### src/rtl/core/bfh_pkg.sv
// Shared types, constants and hash helpers for the three-hash Bloom filter.
// No dependencies; imported by every module of the block.
`default_nettype none
package bfh_pkg;

  localparam int KEY_W         = 64;
  localparam int HASH_W        = 32;
  localparam int CELLS_W       = 17;
  localparam int HEN_W         = 3;
  localparam int NUM_HASH      = 3;
  localparam int NUM_CELLS_DEF = 65536;
  localparam int SFH_ROUNDS    = 16;
  localparam int SFH_STEPS     = SFH_ROUNDS + 6;
  localparam int SFH_STEP_W    = $clog2(SFH_STEPS);

  localparam logic [CELLS_W-1:0] CELLS_RST = CELLS_W'(65536);
  localparam logic [HEN_W-1:0]   HEN_RST   = HEN_W'(2);
  localparam logic [HASH_W-1:0]  SFH_INIT  = HASH_W'(64);
  localparam logic [HASH_W-1:0]  DJB_BASE  = HASH_W'(177573);

  // register select on paddr[2]
  localparam logic REG_CELLS = 1'b0;
  localparam logic REG_HEN   = 1'b1;

  localparam logic ACT_QUERY = 1'b1;

  // one hashed item handed from front to back
  typedef struct packed {
    logic              query;
    logic [HASH_W-1:0] h0;
    logic [HASH_W-1:0] h1;
    logic [HASH_W-1:0] h2;
  } bfh_job_t;

  function automatic logic [HASH_W-1:0] djb2_hash(input logic [KEY_W-1:0] k);
    return DJB_BASE + k[41:10] - {k[28:0], 3'b000};
  endfunction

  // one mixing round of the superfasthash variant
  function automatic logic [HASH_W-1:0] sfh_round(input logic [HASH_W-1:0] h,
                                                   input logic [15:0] lo);
    logic [HASH_W-1:0] a;
    logic [HASH_W-1:0] t;
    logic [HASH_W-1:0] b;
    a = h + {16'd0, lo};
    t = ({16'd0, lo} + HASH_W'(2)) << 11;
    t = t ^ a;
    b = (a << 16) ^ t;
    return b + (b >> 11);
  endfunction

endpackage
`default_nettype wire

### src/rtl/core/bfh_front.sv
// Front end: accepts items and computes the three 32-bit hashes.
// Depends on bfh_pkg.
`default_nettype none
module bfh_front
  import bfh_pkg::*;
(
  input  wire logic             clk,
  input  wire logic             rst_n,
  input  wire logic             in_push,
  input  wire logic             in_action,
  input  wire logic [KEY_W-1:0] in_key,
  output logic                  busy,
  input  wire logic             q_full,
  output logic                  q_push,
  output bfh_job_t              q_job
);

  typedef enum logic [2:0] {
    F_IDLE = 3'b001,
    F_HASH = 3'b010,
    F_PUSH = 3'b100
  } fstate_t;

  fstate_t                 st_r;
  logic [SFH_STEP_W-1:0]   step_r;
  logic [15:0]             lo_r;
  logic [HASH_W-1:0]       h_r;
  logic [HASH_W-1:0]       h_nxt;
  bfh_job_t                job_r;

  assign busy   = (st_r != F_IDLE);
  assign q_push = (st_r == F_PUSH) && !q_full;
  assign q_job  = '{query: job_r.query, h0: job_r.h0, h1: job_r.h1, h2: h_r};

  // sfh: sixteen rounds then six finishing steps
  always_comb begin
    h_nxt = h_r;
    if (step_r < SFH_STEP_W'(SFH_ROUNDS)) begin
      h_nxt = sfh_round(h_r, lo_r);
    end else begin
      case (step_r - SFH_STEP_W'(SFH_ROUNDS))
        SFH_STEP_W'(0): h_nxt = h_r ^ (h_r << 3);
        SFH_STEP_W'(1): h_nxt = h_r + (h_r >> 5);
        SFH_STEP_W'(2): h_nxt = h_r ^ (h_r << 4);
        SFH_STEP_W'(3): h_nxt = h_r + (h_r >> 17);
        SFH_STEP_W'(4): h_nxt = h_r ^ (h_r << 25);
        SFH_STEP_W'(5): h_nxt = h_r + (h_r >> 6);
        default:        h_nxt = h_r;
      endcase
    end
  end

  always_ff @(posedge clk) begin
    if (!rst_n) begin
      st_r <= F_IDLE;
    end else begin
      case (st_r)
        F_IDLE: if (in_push) st_r <= F_HASH;
        F_HASH: if (step_r == SFH_STEP_W'(SFH_STEPS - 1)) st_r <= F_PUSH;
        F_PUSH: if (!q_full) st_r <= F_IDLE;
        default: st_r <= F_IDLE;
      endcase
    end
  end

  // datapath
  always_ff @(posedge clk) begin
    if (st_r == F_IDLE && in_push) begin
      job_r.query <= in_action;
      job_r.h0    <= djb2_hash(in_key);
      job_r.h1    <= in_key[HASH_W-1:0];
      job_r.h2    <= '0;
      lo_r        <= in_key[15:0];
      h_r         <= SFH_INIT;
      step_r      <= '0;
    end else if (st_r == F_HASH) begin
      h_r    <= h_nxt;
      lo_r   <= lo_r + 16'd4;
      step_r <= step_r + SFH_STEP_W'(1);
    end
  end

endmodule
`default_nettype wire

### config.mk
export PLATFORM = sky130hd
export DESIGN_NAME = bfh_front
export DESIGN_NICKNAME = d
export VERILOG_FILES = /design/src/rtl/core/bfh_pkg.sv /design/src/rtl/core/bfh_front.sv
export SDC_FILE = /design/constraint.sdc
export NUM_CORES = 1
export LEC_CHECK = 0
export BUFFER_PORTS_ARGS = -buffer_cell sky130_fd_sc_hd__buf_2
export CAP_MARGIN = 20
export CORE_MARGIN = 5
export CORE_UTILIZATION = 30
export CTS_CLUSTER_SIZE = 24
export DETAILED_ROUTE_END_ITERATION = 10
export PLACE_DENSITY = 0.55
export SYNTH_ARGS = -nofsm -noshare
export SYNTH_HDL_FRONTEND = slang
export SYNTH_SLANG_ARGS = --single-unit
### constraint.sdc
create_clock -name clk -period 10.95 [get_ports clk]
set_input_delay 1.6425 -clock clk [delete_from_list [all_inputs] [get_ports clk]]
set_output_delay 1.6425 -clock clk [all_outputs]
set_load 0.02 [all_outputs]
Word-level counts from Yosys, hierarchy flattened
Index checks and enable logic that the tools add are counted.
{"block": "word_totals", "regBits": 121, "inputBits": 69, "out_inout_bits": 99, "elab_cells": 53}
{"block": "classes", "add_sub_neg": 11, "order_cmp": 1, "n_eq_ne": 13, "mux": 8, "n_bitwise": 5, "n_reduce_logical": 8}
{"op": "one-hot mux 32 bit (6 select lines)", "count": 1}
{"op": "bitwise XOR 32 bit", "count": 4}
{"op": "adder 18 x 32 -> 32 bit, first input constant", "count": 1}
{"op": "adder 32 x 15 -> 32 bit", "count": 1}
{"op": "adder 32 x 16 -> 32 bit", "count": 1}
{"op": "adder 32 x 21 -> 32 bit", "count": 1}
{"op": "adder 32 x 26 -> 32 bit", "count": 1}
{"op": "adder 32 x 27 -> 32 bit", "count": 1}
{"op": "2-to-1 mux 16 bit", "count": 2}
{"op": "2-to-1 mux 32 bit", "count": 1}
{"op": "subtractor 32 bit", "count": 1}
{"op": "bitwise XOR 28 x 32 -> 32 bit", "count": 1}
{"op": "adder 16 x 2 -> 17 bit, second input constant", "count": 1}
{"op": "adder 16 x 3 -> 16 bit, second input constant", "count": 1}
{"op": "== test 5 x 2 -> 1 bit, second input constant", "count": 2}
{"op": "== test 5 x 3 -> 1 bit, second input constant", "count": 2}
{"op": "2-to-1 mux 3 bit", "count": 3}
{"op": "one-hot mux 3 bit (3 select lines)", "count": 1}
{"op": "nonzero test 7 bit", "count": 1}
{"op": "inequality test 2 bit, second input constant", "count": 3}
{"op": "adder 5 x 1 -> 5 bit, second input constant", "count": 1}
{"op": "== test 5 x 1 -> 1 bit, second input constant", "count": 1}
{"op": "== test 5 bit, second input constant", "count": 1}
{"op": "logical NOT 5 bit", "count": 1}
{"op": "other kinds (11)", "count": 12}

Depth between registers and ports, before layout
{"block": "depth", "ltp_word": 5, "depth_mapped": 21, "depth_no_buf": 20}

Least setup slack after synthesis
Ideal clock, no wire load.
{"block": "synth_path", "kind": "register -> register", "start": "register h_r[0]", "end": "register h_r[28]", "setup_time_ns": 0.120, "t_arrival_ns": 4.784, "t_required_ns": 10.830, "setup_slack_ns": 6.046, "path_stages_with_launch": 22, "n_path_buf": 1, "period_less_slack_ns": 4.904, "cell_sequence": "dfxtp_1 ha_1 fa_1 a211oi_2 o211ai_2 and2_4 a311oi_2 xnor3_1 and4_4 or2_4 ha_1 clkbuf_1 nand2_1 o21bai_1 a21oi_1 o221ai_1 a21oi_1 and2b_2 nand3_2 o211a_1 or3_1 a211o_1"}
{"block": "synth_via", "elab_chain_cells": 5, "elab_cells_between_ends": 9, "cone_classes": "add/sub: 5; mux: 2; bitwise: 2"}
{"item": "from (decl)", "line": "bfh_front.sv:27", "rtl": "logic [HASH_W-1:0] h_r;"}
{"item": "from (signal assigned)", "line": "bfh_front.sv:77", "rtl": "h_r <= h_nxt;"}
{"item": "adder 32 x 16 -> 32 bit", "line": "bfh_pkg.sv:45", "rtl": "a = h + {16'd0, lo};"}
{"item": "bitwise XOR 28 x 32 -> 32 bit", "line": "bfh_pkg.sv:47", "rtl": "t = t ^ a;"}
{"item": "bitwise XOR 32 bit", "line": "bfh_pkg.sv:48", "rtl": "b = (a << 16) ^ t;"}
{"item": "adder 32 x 21 -> 32 bit", "line": "bfh_pkg.sv:49", "rtl": "return b + (b >> 11);"}
{"item": "2-to-1 mux 32 bit (*)", "line": "bfh_front.sv:38", "rtl": "if (step_r < SFH_STEP_W'(SFH_ROUNDS)) begin"}
Every way passes the cells marked *; elsewhere a longest branch is shown, timed or not.
A chain may end at the register's enable or synchronous reset.

Worst setup path after layout
{"block": "layout_path", "start": "register h_r[5]", "end": "register h_r[20]"}
The elaborated chain is that of the path after synthesis.

==> results_dict.tcl <==
set metrics [dict create \
    die_w_um 213 \
    post_cts_resized 0 \
    drv_slew 0 \
    ys_ff_latch 121 \
    htreeDepth 4 \
    post_cts_buffers 0 \
    multiInputGateArea_um2 8520 \
    tns_ns 0 \
    status "finished clean" \
    cts_num_sinks 121 \
    wl_per_cell_um 20.6 \
    grt_pass1_vias 11100 \
    relSlewSlack 0.374 \
    core_area_um2 40800 \
    critical_path_required_ns 11.30 \
    synth.most_common_cell "nand2_1" \
    synth_nets 1660 \
    reg2reg_setup_slack_ns 5.03 \
    routabilityCongestion 0.970 \
    synth_area_um2 12400 \
    final_nets 1768 \
    dr.pass1.iters 5 \
    period_needed_ns 5.92 \
    synthCells 1461 \
    power.density_nw_per_um2 193 \
    skew_ns 0.0170 \
    drc 0 \
    power.leakage_uw 0.00598 \
    rows 74 \
    dp_hpwl_mm 32.1 \
    wl_mm 43.5 \
    synth.area.top_cells "edfxtp_1 20%, ha_1 13%, xnor2_1 7.7%" \
    overflow 0 \
    critPathCaptureType "flop" \
    grtUsageTotal 0.185 \
    area_delta_synth_final_pct 14.6 \
    cp_top_family "compound AO/OA/AOI/OAI gates" \
    cpMostUsedCell "xor2_1" \
    cpMaxStageDelayCell "dfxtp_1" \
    crit_start "h_r[5]$_SDFFE_PP0P_" \
    synth_edf_count 81 \
    io_buffers 145 \
    die_h_um 213 \
    numCtsBuffers 17 \
    final_layout_size_suffix_gt1_frac 0.166 \
    clkSlewWorstSetupHoldPaths_ns 0.06 \
    r2r-start "h_r[5]$_SDFFE_PP0P_" \
    antennaDiodeCount 0 \
    dr.first_iter.drc_count 1115 \
    drtAntennaViolNets 0 \
    finalCritPeriodShare 0.541 \
    whs_path_depth 2 \
    ys.flop_type "edfxtp_1" \
    hold_end "step_r[1]$_SDFFE_PP0P_" \
    tightest_slew_ns 0.938 \
    die_area_um2 45400 \
    rsz0062_at_grt "no" \
    grt_max_degree 65 \
    r2r-end "h_r[20]$_SDFFE_PP0P_" \
    crit_path_cell_trace "ha_1 -> o31a_1 -> a311o_1 -> a21oi_1 -> o21ai_0 -> xor2_1 -> xor2_1 -> ha_1 -> nor2b_1 -> o31a_1 -> o211ai_1 -> a21oi_1 -> or3_1 -> a41o_1 -> o41ai_1 -> xor2_1 -> o21ai_0 -> o221a_2" \
    slowest_delay_ns 0.86 \
    drv_cap 0 \
    synth_cell_type_count 98 \
    tritoncts "built" \
    criticalPathCategory "reg -> reg" \
    regArea_um2 3230 \
    cp.buffers_inverters 0 \
    cts_buffer_depth 2 \
    cts-root-buf "clkbuf_16" \
    finalHoldViolations 0 \
    routed_via_density 5.54 \
    power_uw 2740 \
    worstHoldPathType "reg -> reg" \
    yosysWarnings 0 \
    seq_area_frac_synth 0.261 \
    max_freq_mhz 169 \
    pin_count 168 \
    yosysTopAreaCell "edfxtp_1" \
    ir_drop_uv 134 \
    initial_utilization 0.303 \
    reg2regPathDepth 18 \
    ctsHoldBuffers 0 \
    syn_area_per_cell_um2 8.47 \
    antenna_found_initial 0 \
    grt_pass1_wl_mm 65.0 \
    vias 11700 \
    clock_latency_ns 0.45 \
    fillers 4254 \
    synth_common_cells "150 x nand2_1, 127 x ha_1, 109 x xnor2_1" \
    synth_top_area_frac 0.197 \
    critPathLaunchType "flop" \
    async_reset_ff_frac 0 \
    worstHoldStart "step_r[1]$_SDFFE_PP0P_" \
    final-setup-viol-count 0 \
    worstPathArrival_ns 6.27 \
    crit_path_max_fanout 12 \
]
logic make-up after synthesis:
family / share of synthesized area
AO/OA/AOI/OAI: 0.257
AND/OR/NAND/NOR: 0.163
XOR/XNOR: 0.130
buffers and inverters: 0.0507
adder cells (fa/ha/maj): 0.133
flip-flops: 0.261
multiplexers: 0.00485
metal layers:
layer	up-vias	GRT usage	wire [um]
met5	-	0	0
met4	0	0.0580	1310
met3	83	0.0504	3680
met2	452	0.286	19300
met1	5553	0.251	19200
li1	5619	-	-
final cells by class:
type | count | area share
flip-flops and latches | 121 | 0.228
repair buffers | 174 | 0.0665
clock buffers | 17 | 0.0300
multi-input cells | 1184 | 0.601
clock inverters | 14 | 0.00891
inverters | 71 | 0.0190
well taps | 532 | 0.0469
state kept, by name (all words and copies together) (netlist names):
| signal | flops |
|---|---|
| h_r | 32 |
| lo_r | 16 |
| q_job | 65 |
| st_r | 3 |
| step_r | 5 |
worst max path at each step:
stage / endpoint / depth (start not counted)
after CTS: h_r[20]$_SDFFE_PP0P_ / 19
final: h_r[20]$_SDFFE_PP0P_ / 18
after floorplan: h_r[28]$_SDFFE_PP0P_ / 21
after global routing: h_r[20]$_SDFFE_PP0P_ / 18
after global placement: h_r[20]$_SDFFE_PP0P_ / 19
after detailed placement: h_r[20]$_SDFFE_PP0P_ / 19
power breakdown:
part / internal [uW] / switching, uW
clock: 311 / 238
sequential: 554 / 72.8
combinational: 623 / 937
total: 1490 / 1250
metrics by stage:
step	hold WS, ns	setup WS, ns	std cells	utilization	area (um2)
floorplan	0.481	6.05	1461	-	12400
global placement	0.497	5.21	2082	0.334	13600
detailed placement	0.507	5.16	2082	0.334	13600
CTS	0.515	5.13	2113	0.347	14200
global route	0.550	4.77	2113	0.347	14200
finish	0.511	5.03	2113	0.347	14200
worst reg2reg max path: stages, from the launching register on:
cell and delay (ns):
dfxtp_1 0.86, ha_1 0.41, o31a_1 0.38, a311o_1 0.32, a21oi_1 0.21, o21ai_0 0.12
xor2_1 0.37, xor2_1 0.42, ha_1 0.36, nor2b_1 0.17, o31a_1 0.29, o211ai_1 0.25
a21oi_1 0.13, or3_1 0.35, a41o_1 0.27, o41ai_1 0.36, xor2_1 0.18, o21ai_0 0.10
o221a_2 0.26
placed cells by master, fill, tap and decap left out, types with 13 or more instances in the layout:
cell	instances
nand2_1	150
buf_2	145
ha_1	127
xnor2_1	109
a21oi_1	102
nor2_1	93
o21ai_0	89
edfxtp_1	81
inv_1	70
xor2_1	56
dfxtp_1	40
nand3_1	36
nor3_1	30
a21o_1	29
buf_4	29
o221ai_1	23
a22oi_1	21
and3_1	19
clkbuf_16	17
o21a_1	16
a211oi_1	15
o22ai_1	15
a221o_1	14
a31oi_1	14
nor2b_1	13
nand4_1	13
a221oi_1	13
Note: power is estimated with default switching activity, not from simulation.
