[src/rtl/core/bfh_pkg.sv]
// Shared types, constants and hash helpers for the three-hash Bloom filter.
// No dependencies; imported by every module of the block.
`default_nettype none
package bfh_pkg;

  localparam int KEY_W         = 64;
  localparam int HASH_W        = 32;
  localparam int CELLS_W       = 17;
  localparam int HEN_W         = 3;
  localparam int NUM_HASH      = 3;
  localparam int NUM_CELLS_DEF = 65536;
  localparam int SFH_ROUNDS    = 16;
  localparam int SFH_STEPS     = SFH_ROUNDS + 6;
  localparam int SFH_STEP_W    = $clog2(SFH_STEPS);

  localparam logic [CELLS_W-1:0] CELLS_RST = CELLS_W'(65536);
  localparam logic [HEN_W-1:0]   HEN_RST   = HEN_W'(2);
  localparam logic [HASH_W-1:0]  SFH_INIT  = HASH_W'(64);
  localparam logic [HASH_W-1:0]  DJB_BASE  = HASH_W'(177573);

  // register select on paddr[2]
  localparam logic REG_CELLS = 1'b0;
  localparam logic REG_HEN   = 1'b1;

  localparam logic ACT_QUERY = 1'b1;

  // one hashed item handed from front to back
  typedef struct packed {
    logic              query;
    logic [HASH_W-1:0] h0;
    logic [HASH_W-1:0] h1;
    logic [HASH_W-1:0] h2;
  } bfh_job_t;

  function automatic logic [HASH_W-1:0] djb2_hash(input logic [KEY_W-1:0] k);
    return DJB_BASE + k[41:10] - {k[28:0], 3'b000};
  endfunction

  // one mixing round of the superfasthash variant
  function automatic logic [HASH_W-1:0] sfh_round(input logic [HASH_W-1:0] h,
                                                   input logic [15:0] lo);
    logic [HASH_W-1:0] a;
    logic [HASH_W-1:0] t;
    logic [HASH_W-1:0] b;
    a = h + {16'd0, lo};
    t = ({16'd0, lo} + HASH_W'(2)) << 11;
    t = t ^ a;
    b = (a << 16) ^ t;
    return b + (b >> 11);
  endfunction

endpackage
`default_nettype wire

[src/rtl/core/bfh_queue.sv]
// Two-entry queue of hashed jobs between front and back.
// Depends on bfh_pkg.
`default_nettype none
module bfh_queue
  import bfh_pkg::*;
(
  input  wire logic     clk,
  input  wire logic     rst_n,
  input  wire logic     push,
  input  bfh_job_t      wr_job,
  output logic          full,
  input  wire logic     pop,
  output logic          empty,
  output bfh_job_t      rd_job
);

  bfh_job_t    ent_r [2];
  logic        wp_r;
  logic        rp_r;
  logic [1:0]  cnt_r;

  assign full   = (cnt_r == 2'd2);
  assign empty  = (cnt_r == 2'd0);
  assign rd_job = ent_r[rp_r];

  always_ff @(posedge clk) begin
    if (!rst_n) begin
      wp_r  <= 1'b0;
      rp_r  <= 1'b0;
      cnt_r <= 2'd0;
    end else begin
      if (push && !full) wp_r <= ~wp_r;
      if (pop && !empty) rp_r <= ~rp_r;
      cnt_r <= cnt_r + {1'b0, push && !full} - {1'b0, pop && !empty};
    end
  end

  always_ff @(posedge clk) begin
    if (push && !full) ent_r[wp_r] <= wr_job;
  end

endmodule
`default_nettype wire

[config.mk]
export PLATFORM = sky130hd
export DESIGN_NAME = bfh_queue
export DESIGN_NICKNAME = d
export VERILOG_FILES = /design/src/rtl/core/bfh_pkg.sv /design/src/rtl/core/bfh_queue.sv
export SDC_FILE = /design/constraint.sdc
export NUM_CORES = 1
export LEC_CHECK = 0
export BUFFER_PORTS_ARGS = -buffer_cell sky130_fd_sc_hd__buf_4
export CAP_MARGIN = 20
export CORE_AREA = 4 4 150 152
export DETAILED_ROUTE_END_ITERATION = 8
export DIE_AREA = 0 0 154 156
export PLACE_DENSITY = 0.66
export SLEW_MARGIN = 30
export SYNTH_ARGS = -nofsm -noshare
export SYNTH_HDL_FRONTEND = slang
export SYNTH_SLANG_ARGS = --single-unit
[constraint.sdc]
create_clock -name clk -period 5.7 [get_ports clk]
set_clock_uncertainty 0.2 [all_clocks]
set_input_delay 0.855 -clock clk [delete_from_list [all_inputs] [get_ports clk]]
set_output_delay 0.855 -clock clk [all_outputs]
set_load 0.1 [all_outputs]
---- Yosys cells after proc, flatten, opt, wreduce, memory -nomap -nowiden ----
Memory sizes are Yosys's and may differ from the RTL's. A register that Yosys moved wholly into a read port is not among the register bits.
Index checks and enable logic that the tools add are counted.
word-level totals
  bits in registers ....................... 4
  bits in writable memories ............... 194
  input bits .............................. 101
  output and inout port bits .............. 99
  word-level logic and storage cells ...... 18
  memories ................................ 1
memories
  memory  depth  width  rd ports  clocked after Yosys merged registers in  wr ports  RTL line         RTL
  ent_r   2      97     1         1                                        1         bfh_queue.sv:17  bfh_job_t ent_r [2];
cells by class
  add/sub/neg operators ................... 2
  eq/ne operators ......................... 1
  muxes and demuxes ....................... 4
  bitwise operators ....................... 2
  reduce and logical (&&, ||, !) cells .... 5
operator list
  kind                  count
  $mux W1               4
  $add A2 B1 Y2         1
  $eq A2 B2 Y1 const B  1
  $logic_and A1 B1 Y1   2
  $logic_not A1 Y1      2
  $logic_not A2 Y1      1
  $not A1 Y1            2
  $sub A2 B1 Y2         1

---- Longest topological paths before layout ----
Gate-level depths: netlist of run 1.
  depth in word-level cells ............... 5
  mapped depth ............................ 8
  depth with buffers taken out ............ 8

---- Worst setup path after synthesis of run 1 ----
OpenSTA, ideal clock, no wires.
  kind .................................... input to register
  start point ............................. input port push
  end point ............................... memory ent_r[0][0] (netlist bit) (enable)
  library setup time ...................... 0.553 ns
  arrival ................................. 4.987 ns
  data required time ...................... 4.947 ns
  slack ................................... -0.040 ns
  stages .................................. 2
  path buffers ............................ 0
  path through ............................ nand2_1 -> nor2_1
between the ends
  longest elaborated chain between the ends .. 3
RTL lines
  what                           RTL line         RTL
  start: declaration             bfh_queue.sv:9   input wire logic push,
  $logic_and A1 B1 Y1            bfh_queue.sv:39  if (push && !full) ent_r[wp_r] <= wr_job;
  $mux W1                        bfh_queue.sv:39
  $mux W1 (implied by the code)  bfh_queue.sv:39
  end: declaration               bfh_queue.sv:17
Every way passes these cells.

==> results of run 1 <==
worst max path at each step:
stage,startpoint,endpoint,slack (ns),cells after the start
3_5_place_dp,push,ent_r[1][41],2.78,3
2_1_floorplan,push,ent_r[0][0],1.59,2
4_1_cts,flop,rd_job[0],2.50,3
5_1_grt,flop,rd_job[0],2.46,3
6_report,flop,rd_job[0],2.53,3
3_3_place_gp,push,ent_r[1][41],2.83,3
cells in the final DEF (no fill, tap or decap), drive strengths merged, types with 2 or more instances in the layout:
cell type / instances
nor2: 5
nand2: 2
clkinv: 6
nand2b: 2
clkbuf: 17
and2: 2
ha: 2
mux2: 97
edfxtp: 194
buf: 204
inv: 10
dfxtp: 5
synthesized netlist by cell type:
master / n
nand2_1: 2
mux2i_1: 1
mux2_2: 67
nor2_1: 5
edfxtp_1: 194
inv_1: 3
buf_6: 5
and2_1: 2
buf_2: 6
nand2b_1: 2
dfxtp_1: 5
o21a_1: 1
xor2_1: 1
mux2_4: 30
and3_1: 1
nor3_1: 1
ha_1: 2
xnor2_1: 1
routing by layer:
metal	global-route usage [%]	vias to the layer above	share of wire [%]
li1	-	1715	-
met1	13.1	1801	39
met2	19.0	141	51
met3	4.24	10	8.3
met4	3.53	0	0.92
met5	0	-	0
final cells by class:
cell class                      count  share of cell area [%]
Clock buffer                       17                    4.38
Clock inverter                     15                    1.45
Inverter                            3                   0.116
Multi-Input combinational cell    116                    13.8
Sequential cell                   199                    61.0
Tap cell                          275                    3.54
Timing Repair Buffer              204                    15.8
cells by family (layout without fill, tap and decap cells):
family / Yosys count / after routing / share of synthesized area [%]
AO/OA/AOI/OAI: 1 / 1 / 0.102
buffers and inverters: 14 / 239 / 1.33
XOR/XNOR: 2 / 2 / 0.238
AND/OR/NAND/NOR: 13 / 13 / 0.851
flip-flops: 199 / 199 / 80.6
multiplexers: 98 / 98 / 16.5
adder cells (fa/ha/maj): 2 / 2 / 0.340
registers in the layout (all words and copies together) (netlist names), named ones only:
name and cells:
ent_r 194, cnt_r 2, wp_r 1, rp_r 1
critical path, stage by stage (launching register included):
cell and delay (ns):
dfxtp_4 0.34, buf_4 0.60, mux2_2 0.44, buf_4 0.24
metrics by stage:
stage                     util, %  setup WS [ns]
final                        46.3           2.53
after global routing         46.3           2.46
after CTS                    46.3           2.50
after detailed placement     43.6           2.78
after global placement       43.6           2.83
after floorplan                 -           1.59
==> impl_metrics.tcl, run 1 <==
set metrics [dict create \
    diodes 0 \
    netlist_instances 329 \
    finalHoldViolCount 0 \
    postCtsSetupRepairBufs 0 \
    hold_buffers 0 \
    drtIter0Drc 107 \
    drt_first_pass_iters 4 \
    area_growth_pct 32.3 \
    setup_viol 0 \
    portBuffers 199 \
    start_util_pct 35.0 \
    fillers 1811 \
    cts_resized 0 \
    drive_above_1_share_pct 60.3 \
    holdPathEnd "rp_r" \
    finalCritPeriodShare_pct 55.6 \
    ff_latch_area_mm2 0.00593 \
    crit_fanout 51 \
    ff2ff_path_depth 3 \
    max_freq_mhz 315 \
    grt_pass1_wl_mm 20.8 \
    min-delay-start "rp_r" \
    dp.cells 797 \
    worstPathRequired_ns 4.64 \
    design_area_mm2 0.00972 \
    cap_violations 0 \
    tns_ns 0 \
    rsz0062_at_grt "no" \
    final_nets 644 \
    clk_pin_slew_ns 0.07 \
    vias 3667 \
    ys_ff_latch 199 \
    fp.dieW_um 154 \
    io_pins 200 \
    hold_class "flop to flop" \
    hpwl_mm 9.71 \
    cts-root-buf "clkbuf_16" \
    crit_arrival_ns 2.12 \
    wl_per_cell_um 16.7 \
    grt-ovfl-total 0 \
    multiInputGateArea_mm2 0.00134 \
    h-tree-depth 4 \
    r2r_slack_ns 3.19 \
    period_minus_slack_ns 3.17 \
    yosysUniqueCellTypes 18 \
    clkLatencyLatePin_ns 0.41 \
    crit_path_start_kind "flop" \
    cts-buffers-inserted 17 \
    dieArea_mm2 0.0240 \
    cts_tree "yes" \
    slew_viol_final 0 \
    grt_pass1_vias 3972 \
    grt_max_degree 53 \
    grt_usage_pct 11.1 \
    place_area_mm2 0.00916 \
    status "finished clean" \
    crit_path_end_kind "primary output" \
    synth_area_leaders "edfxtp_1 (79%), mux2_2 (10%), mux2_4 (6.1%)" \
    layout.cells.non_filler 829 \
    yosys_warnings 0 \
    r2r-start "cnt_r[0]" \
    synth_top_area_share_pct 79.3 \
    antenna_found_initial 0 \
    core_mm2 0.0210 \
    clockBufferDepth 2 \
    rr_endpoint "ent_r[1][53]" \
    holdPathStages 2 \
    postRouteAntennaNets 0 \
    syn-num-nets 432 \
    die_height_um 156 \
    std_cell_rows 53 \
    viasPerCell 4.42 \
    yosys.area.top_type "edfxtp_1" \
    tightest_slew_ns 0.828 \
    clock_sinks 199 \
    path_class "flop to primary output" \
    syn_area_mm2 0.00735 \
    slew_headroom_pct 44.8 \
    hold_slack_ns 0.323 \
    syn_avg_cell_area_um2 22.3 \
    drc 0 \
    yosysSeqAreaShare_pct 80.6 \
    gp_congestion 0.739 \
    wl_mm 13.9 \
]
Power of run 1 is left out: the tool's default activity adds up to more than one toggle a clock period on the data nets, which glitch-free logic cannot reach.
==> inputs of run 2 (changes only) <==
==> constraint.sdc (replaced) <==
create_clock -name clk -period 2.8 [get_ports clk]
set_clock_uncertainty 0.2 [all_clocks]
set_input_delay 0.42 -clock clk [delete_from_list [all_inputs] [get_ports clk]]
set_output_delay 0.42 -clock clk [all_outputs]
set_load 0.1 [all_outputs]
==> run 2 against run 1 <==
Effect of this change:
- count of clock-buffer cells in the layout stayed put
- cell count is 12% higher
- via count is 9.6% higher
- final area is 11% higher
- sequential cell count stayed put
- non-clock buffer count is 98 higher
- global-route usage is 1.2 points higher
- largest cell class unchanged
- sequential share of layout area is 6.1 points lower
==> impl_metrics.tcl, run 2 (synthesis gave the netlist of run 1 again) <==
set metrics [dict create \
    critical-path-top-delay-family "buffers and inverters" \
    vias 4019 \
    fillers 1706 \
    place_ws_ns 0.719 \
    area_growth_pct 47.0 \
    cts_tree "yes" \
    hpwl_mm 9.74 \
    rsz0062_at_grt "no" \
    portBuffers 199 \
    gp_congestion 0.743 \
    fp.dieW_um 154 \
    setup_viol 0 \
    slew_viol_final 0 \
    top_register "ent_r" \
    grt.busiest_layer "met2" \
    cap_violations 0 \
    use_met2_pct 21.4 \
    io_pins 200 \
    worstPathRequired_ns 2.18 \
    period_minus_slack_ns 2.52 \
    drtIter0Drc 134 \
    grt_max_degree 58 \
    std_cell_rows 53 \
    crit_path_end_kind "primary output" \
    hold_class "input pin to flop" \
    dieArea_mm2 0.0240 \
    hold_slack_ns 0.0402 \
    viasPerCell 4.34 \
    h-tree-depth 4 \
    ff_latch_area_mm2 0.00593 \
    clk_pin_slew_ns 0.08 \
    drt_first_pass_iters 4 \
    cts-root-buf "clkbuf_16" \
    clock_sinks 199 \
    postRouteAntennaNets 0 \
    cts-buffers-inserted 17 \
    grt_pass1_vias 4488 \
    grt_usage_pct 12.3 \
    crit_path_start_kind "flop" \
    tightest_slew_ns 0.574 \
    clkLatencyLatePin_ns 0.42 \
    crit_chain "buf_12 -> mux2_2 -> buf_4" \
    crit_fanout 42 \
    largest_register_ffs 194 \
    postCtsSetupRepairBufs 0 \
    slew_headroom_pct 61.7 \
    die_height_um 156 \
    grt-ovfl-total 0 \
    multiInputGateArea_mm2 0.00134 \
    core_mm2 0.0210 \
    finalCritPeriodShare_pct 90.0 \
    drive_above_1_share_pct 51.7 \
    start_util_pct 35.0 \
    wl_mm 14.9 \
    path_class "flop to primary output" \
    drc 0 \
    max_freq_mhz 397 \
    antenna_found_initial 0 \
    slowest_delay_ns 0.50 \
    grt_use_met3_pct 4.74 \
    clockBufferDepth 2 \
    critical_path_buf_inv_count 2 \
    finalHoldViolCount 0 \
    layout_common_cells "buf_4 (200), edfxtp_1 (194), dlygate4sd3_1 (97), mux2_2 (67), mux2_4 (30)" \
    final_nets 742 \
    finalWorstSetupSlack_ns 0.280 \
    diodes 0 \
    mostFrequentLayoutCell "buf_4" \
    grtUsageMet1_pct 14.2 \
    grt_pass1_wl_mm 23.1 \
    wl_per_cell_um 16.0 \
    slowest_stage "dfxtp_4" \
    reg.largest.list "ent_r (194), cnt_r (2)" \
    tns_ns 0 \
    crit_arrival_ns 1.90 \
    cts_resized 0 \
    status "finished clean" \
]
run 2: cell count changes in the layout (fill, tap and decap cells not counted):
cell and delta:
clkinv_4 +1, buf_4 -4, clkinv_1 -2, clkinv_8 +3, clkinv_2 -2, buf_12 +5, dlygate4sd3_1 +97
run 2: through the flow:
step           area [um2]  instances  utilization [%]
6_report            10800        927             51.4
2_1_floorplan        7360        329                -
4_1_cts             10800        927             51.4
5_1_grt             10800        927             51.4
3_3_place_gp         9230        798             43.9
3_5_place_dp         9230        798             43.9
run 2: what timing repair did:
action | CTS | global route
hold buffers | 97 | 0
endpoints found under the hold margin | 194 | 0
endpoints found under the setup margin | 0 | 0
run 2: worst register-to-register path: stages, from the launching register on:
cell and delay [ns]:
dfxtp_1 0.37, nand2b_1 0.17, nand2_1 0.14, ha_1 0.31, inv_1 0.04, ha_1 0.17
xor2_1 0.15, and2_1 0.15, nor3_1 0.15
run 2: per-layer routing:
| layer | vias to the layer above | wire (um) |
|---|---|---|
| li1 | 1912 | - |
| met1 | 1961 | 5960 |
| met2 | 137 | 7730 |
| met3 | 9 | 1010 |
| met4 | 0 | 162 |
| met5 | - | 0 |
run 2: area by class of cell:
type / count / area share (%)
clock inverter: 15 / 1.68
inverter: 3 / 0.104
tap: 275 / 3.18
multi-input combinational: 116 / 12.4
clock buffer: 17 / 3.94
sequential: 199 / 54.9
timing repair buffer: 302 / 23.8
run 2: final timing paths:
| kind | from | end | slack [ns] | cells after the start |
|---|---|---|---|---|
| worst max-delay path | flop | rd_job[2] | 0.28 | 3 |
| worst min-delay path | rst_n | cnt_r[0] | 0.04 | 2 |
| worst max register to register | cnt_r[0] | cnt_r[1] | 0.87 | 8 |
| worst min register to register | rp_r | rp_r | 0.32 | 2 |
Power of run 2 is left out for the same reason.
==> inputs of run 3 (changes only) <==
--- a/config.mk
+++ b/config.mk
@@ -7,10 +7,10 @@
 export LEC_CHECK = 0
 export BUFFER_PORTS_ARGS = -buffer_cell sky130_fd_sc_hd__buf_4
 export CAP_MARGIN = 20
-export CORE_AREA = 4 4 150 152
+export CORE_AREA = 4 4 131 133
 export DETAILED_ROUTE_END_ITERATION = 8
-export DIE_AREA = 0 0 154 156
-export PLACE_DENSITY = 0.66
+export DIE_AREA = 0 0 135 137
+export PLACE_DENSITY = 0.81
 export SLEW_MARGIN = 30
 export SYNTH_ARGS = -nofsm -noshare
 export SYNTH_HDL_FRONTEND = slang
==> run 3 against run 2 <==
Effect of this change:
- setup slack worse by 0.0054 ns
- cell count down 5.9%
- critical path depth unchanged
- count of clock-buffer cells in the layout up 1
- wire length up 6.5%
- register-to-register slack worse by 0.02 ns
- maximum frequency down 0.21%
- global-route usage up 4.6 points
- die area down 23%
- final area down 0.94%
- hold slack better by 0.017 ns
- sequential cell count unchanged
- critical endpoint is now rd_job[48]
==> impl_metrics.tcl, run 3 (synthesis gave the netlist of run 1 again) <==
set metrics [dict create \
    gp_congestion 0.703 \
    h-tree-depth 4 \
    finalWorstSetupSlack_ns 0.275 \
    slew_headroom_pct 66.8 \
    io_pins 200 \
    path_class "flop to primary output" \
    clockBufferDepth 2 \
    hold_class "input pin to flop" \
    crit_chain "buf_4 -> mux2_2 -> buf_4" \
    top_register "ent_r" \
    largest_register_ffs 194 \
    clock_sinks 199 \
    wl_met2_mm 8.54 \
    cts-root-buf "clkbuf_16" \
    wl_met1_mm 6.05 \
    hpwl_mm 9.80 \
    crit_path_end_kind "primary output" \
    rsz0062_at_grt "no" \
    clkLatencyLatePin_ns 0.41 \
    period_minus_slack_ns 2.53 \
    antenna_found_initial 0 \
    tns_ns 0 \
    grt_pass1_vias 4541 \
    slowest_stage "dfxtp_4" \
    grt_max_degree 72 \
    cts_tree "yes" \
    postRouteAntennaNets 0 \
    drc 0 \
    die_height_um 137 \
    cts-buffers-inserted 17 \
    portBuffers 199 \
    max_freq_mhz 396 \
    cpMostUsedCell "buf_4" \
    postCtsSetupRepairBufs 0 \
    drt_first_pass_iters 4 \
    final_nets 746 \
    wl_per_cell_um 18.1 \
    tightest_slew_ns 0.498 \
    wl_mm 15.8 \
    reg.largest.list "ent_r (194), cnt_r (2)" \
    viasPerCell 4.79 \
    cap_violations 0 \
    clk_pin_slew_ns 0.06 \
    diodes 0 \
    start_util_pct 46.4 \
    slowest_delay_ns 0.60 \
    grt_usage_pct 16.9 \
    std_cell_rows 46 \
    layout_common_cells "buf_4 (205), edfxtp_1 (194), dlygate4sd3_1 (97), mux2_2 (67), mux2_4 (30)" \
    vias 4175 \
    crit_fanout 27 \
    slew_viol_final 0 \
    mostFrequentLayoutCell "buf_4" \
    r2r-start "cnt_r[0]" \
    crit_path_start_kind "flop" \
    setup_viol 0 \
    core_mm2 0.0158 \
    dieArea_mm2 0.0185 \
    routed.top_layer "met4" \
    drtIter0Drc 254 \
    fp.dieW_um 135 \
    wl_met3_um 889 \
    status "finished clean" \
    place_ws_ns 0.699 \
    worstPathRequired_ns 2.18 \
    crit_arrival_ns 1.91 \
    drive_above_1_share_pct 51.7 \
    area_growth_pct 45.6 \
    min-delay-start "rst_n" \
    finalHoldViolCount 0 \
    finalCritPeriodShare_pct 90.2 \
    final_util_pct 67.6 \
    grt_pass1_wl_mm 23.8 \
    grt-ovfl-total 0 \
]
## run 3: changes by cell type in the layout (fill, tap and decap cells not counted)
cell / previous run / this run
clkinv_4: 3 / 1
clkinv_8: 3 / 0
inv_6: 4 / 2
bufinv_16: 1 / 2
clkinv_1: 0 / 1
clkinv_2: 0 / 7
clkbuf_1: 0 / 1
buf_4: 200 / 205
inv_8: 3 / 0
buf_12: 5 / 4
## run 3: through the flow
step / cells / hold slack, ns / instance area, um2
after floorplan: 329 / 0.281 / 7360
after global placement: 743 / 0.296 / 9170
after global routing: 872 / 0.0366 / 10700
after CTS: 872 / 0.0327 / 10700
after detailed placement: 743 / 0.316 / 9170
final: 872 / 0.0576 / 10700
## run 3: what timing repair did
| action | CTS | global route |
|---|---|---|
| hold buffers | 97 | 0 |
| hold endpoints to repair | 194 | 0 |
| resized for setup | 0 | 0 |
## run 3: layout make-up
cell class | instances | area, um2
sequential | 199 | 5930
tap | 216 | 270
clock inverter | 14 | 133
clock buffer | 18 | 429
multi-input combinational | 116 | 1340
timing repair buffer | 306 | 2590
inverter | 3 | 11.3
fill | 1000 | 5120
## run 3: final timing paths
check,cells past startpoint,slack (ns),end
worst min register to register,2,0.32,rp_r
worst min-delay path,2,0.06,cnt_r[0]
worst max register to register,3,0.85,ent_r[1][35]
worst max-delay path,3,0.27,rd_job[48]
## run 3: worst max-delay path: cells and delay by family (launching register included)
kind,cells,cell delay [ns]
flip-flops,1,0.60
buffers and inverters,2,0.53
multiplexers,1,0.35
## run 3: layer usage
metal	vias up	track usage, %
met3	27	4.49
met4	0	6.22
met1	2083	18.8
li1	1924	-
met5	-	0
met2	141	31.2
Power of run 3 is left out for the same reason.
